`src/design/mtxpow_ram.sv`:
```
// ----------------------------------------------------------------------------
// mtxpow_ram
// Generic single-write, single-read RAM with registered read data.
// ----------------------------------------------------------------------------
module mtxpow_ram #(
  parameter int WIDTH = 32,
  parameter int DEPTH = 64
) (
  input  logic                     clk,
  input  logic                     we,
  input  logic [$clog2(DEPTH)-1:0] waddr,
  input  logic [WIDTH-1:0]         wdata,
  input  logic [$clog2(DEPTH)-1:0] raddr,
  output logic [WIDTH-1:0]         rdata
);

  logic [WIDTH-1:0] mem [DEPTH];

  always_ff @(posedge clk) begin
    if (we) begin
      mem[waddr] <= wdata;
    end
    rdata <= mem[raddr];
  end

endmodule

```
`config.mk`:
```
export PLATFORM = sky130hd
export DESIGN_NAME = mtxpow_ram
export DESIGN_NICKNAME = d
export VERILOG_FILES = /design/src/design/mtxpow_ram.sv
export SDC_FILE = /design/constraint.sdc
export NUM_CORES = 2
export LEC_CHECK = 0
export ABC_AREA = 1
export BUFFER_PORTS_ARGS = -buffer_cell sky130_fd_sc_hd__buf_4
export CAP_MARGIN = 30
export CORE_UTILIZATION = 35
export CTS_BUF_LIST = sky130_fd_sc_hd__clkbuf_4 sky130_fd_sc_hd__clkbuf_8
export DETAILED_ROUTE_END_ITERATION = 10
export PLACE_DENSITY = 0.5
export SETUP_SLACK_MARGIN = 0.2
export SYNTH_ARGS = -nofsm -noshare
export SYNTH_HDL_FRONTEND = slang
export SYNTH_SLANG_ARGS = --single-unit
```
`constraint.sdc`:
```
create_clock -name clk -period 8.6 [get_ports clk]
set_clock_uncertainty 0.2 [all_clocks]
set_input_delay 1.72 -clock clk [delete_from_list [all_inputs] [get_ports clk]]
set_output_delay 1.72 -clock clk [all_outputs]
set_load 0.005 [all_outputs]
```
==> run metrics <==
outcome finished, final reports clean; syn_nets 6815; Pleak 32.5 nW; post_cts resized 0; Worst Hold Class reg2reg; global-route wire length before repair ~370 mm; Final Hold Fails 0; Final Core Density 39.7%; logic gate share of total power under 10%; Clk network pwr share 40.7%; setup violators final 0; synthesized instance count ~6800; final worst path period share 49.6%; DRC viols 0; clk buf depth 4; Root Buffer clkbuf_8; Num Clock Sinks 2080; HP Start mem[8][21]; CP max FO ~180; nets 6929; Psw roughly 0.0050 W; Mapped Area 82700 µm²; initial antenna violation count 14; Worst Setup End Kind flop; Worst-path clk slew 60 ps; vias in the first global route about 52000; Initial DRT Pass Iterations 6; Fmax 0.234 GHz; beginning of the critical path raddr[0]; final wirelength between 200 and 300 mm; critical path arrival just over 5000 ps; core area approximately 240000 µm²; Power Internal 0.0162 W; setup ws final around 4300 ps; sequential fraction of the synthesis area 75.1%; Vias/cell 5.24; die area 238000 µm²; GR Util All Layers between 20% and 30%; Syn Area/Cell 12.2 µm²; antenna viol nets, final 0; max_cap viols 0; largest net degree at the start of global routing 203; CTS Buf Count about 360; count of state elements after synthesis 2080; worst vdd ir 0.000138 V; RSZ-0062 raised after global routing false; hold slack 601 ps; pre-CTS setup slack approximately 3300 ps; Max Slew Vio Count 0; Final Power roughly 0.021 W; WP data required 9370 ps; WS Path Type in2reg; Ys Warns 0; Power per Cell Area 226 nW/µm²; synth unique cells 16; relative slew slack 16.3%; area delta synth->final 12.8%; # rows around 180; Sw Ratio 23.5%; latest clock arrival within the worst-skew pair 1060 ps; Wirelength per Cell 24.8 µm; setup bufs post-CTS 0; global placer's final weighted congestion 0.774; Slew @ Worst Pin 1250 ps; CTS tree built; die height 488 µm; I/O Buffers 77; critical path startpoint category primary input; Vias 53900; initial core utilization between 30% and 40%; grt total ovfl 0; Fill cells ~23000; TNS Setup 0 ps; die width 488 µm; sequential share of power a little over half; I/O pin cnt 78; DRT iter0 DRCs 5189; Tmin final between 4000 and 5000 ps; share of cells above drive strength 1 11.5%; CTS H-Tree Depth 5; HPWL after DPL 126 mm; hold_buf cts 0; Reg-to-Reg Start mem[23][13]
-- worst max-delay path: stages --
cell and delay [ps]:
buf_8 180, inv_16 450, buf_4 820, nand2_1 100, nand3_1 120, nand3_1 120
nand2_1 120, nand2_1 90, nand3_1 240, nand3_1 340, nand2_1 190
-- registers in the layout, indices dropped and copies added (netlist names) --
register	flops
rdata	32
mem	2048
-- layout by cell type, fill, tap and decap left out, types with 8 or more instances in the layout --
cell and instances:
clkbuf_8 377, clkinv_2 25, clkinv_1 60, buf_4 187, edfxtp_1 2048, nor4_2 8
nand3_1 1907, nand2_1 2248, nand4_1 9, clkbuf_4 143, buf_12 10, nor2_4 56
diode_2 9, dfxtp_1 32
-- power groups by stage --
stage	Clock (W)	Combinational, W	Sequential (W)
after floorplan	0	0.000689	0.0115
after global placement	0	0.00127	0.0115
after detailed placement	0	0.00128	0.0115
after CTS	0.00876	0.00128	0.0113
after global routing	0.00917	0.00138	0.0113
final	0.00859	0.00127	0.0113
-- area by class of cell --
cell class | instances | area (µm²) | share of cell area [%]
Clock buffer | 520 | 6260 | 6.71
Sequential cell | 2080 | 62100 | 66.6
Clock inverter | 89 | 387 | 0.414
Antenna cell | 9 | 22.5 | 0.0241
Multi-Input combinational cell | 4228 | 18800 | 20.1
Timing Repair Buffer | 205 | 1750 | 1.87
Inverter | 12 | 82.6 | 0.0885
Tap cell | 3150 | 3940 | 4.22
-- synth_stat cells (all sizes together) --
master,n,area share (%)
buf,372,2.4
clkbuf,77,0.35
dfxtp,32,0.77
edfxtp,2048,74
inv,12,0.057
nand2,2248,10
nand3,1907,12
nand4,9,0.068
nor2,56,0.25
nor4,8,0.060
-- final timing paths --
kind	to	slack, ps	depth (start not counted)
max	rdata[13]	4330	11
min	rdata[21]	600	8
max reg2reg	rdata[13]	6660	8
min reg2reg	rdata[21]	600	8
-- logic make-up (layout without fill, tap and decap cells) --
group | count (synthesis) | in the layout | synth area share, %
flops | 2080 | 2080 | 75.1
other cells | 0 | 9 | 0
simple gates | 4228 | 4228 | 22.1
buf+inv | 461 | 826 | 2.78
-- per-stage QoR --
step           area (µm²)  std cells
2_1_floorplan       82700       6769
3_3_place_gp        86600       9671
3_5_place_dp        86600       9673
4_1_cts             93300      10300
5_1_grt             93300      10300
6_report            93300      10300
-- layer usage --
layer	track usage (%)	share of wire, %	vias up
li1	-	-	24400
met1	29.1	44	27300
met2	34.9	48	1771
met3	3.13	5.6	420
met4	6.17	2.5	6
met5	0	0.014	-
No activity file was read; power rests on OpenSTA's default activity.
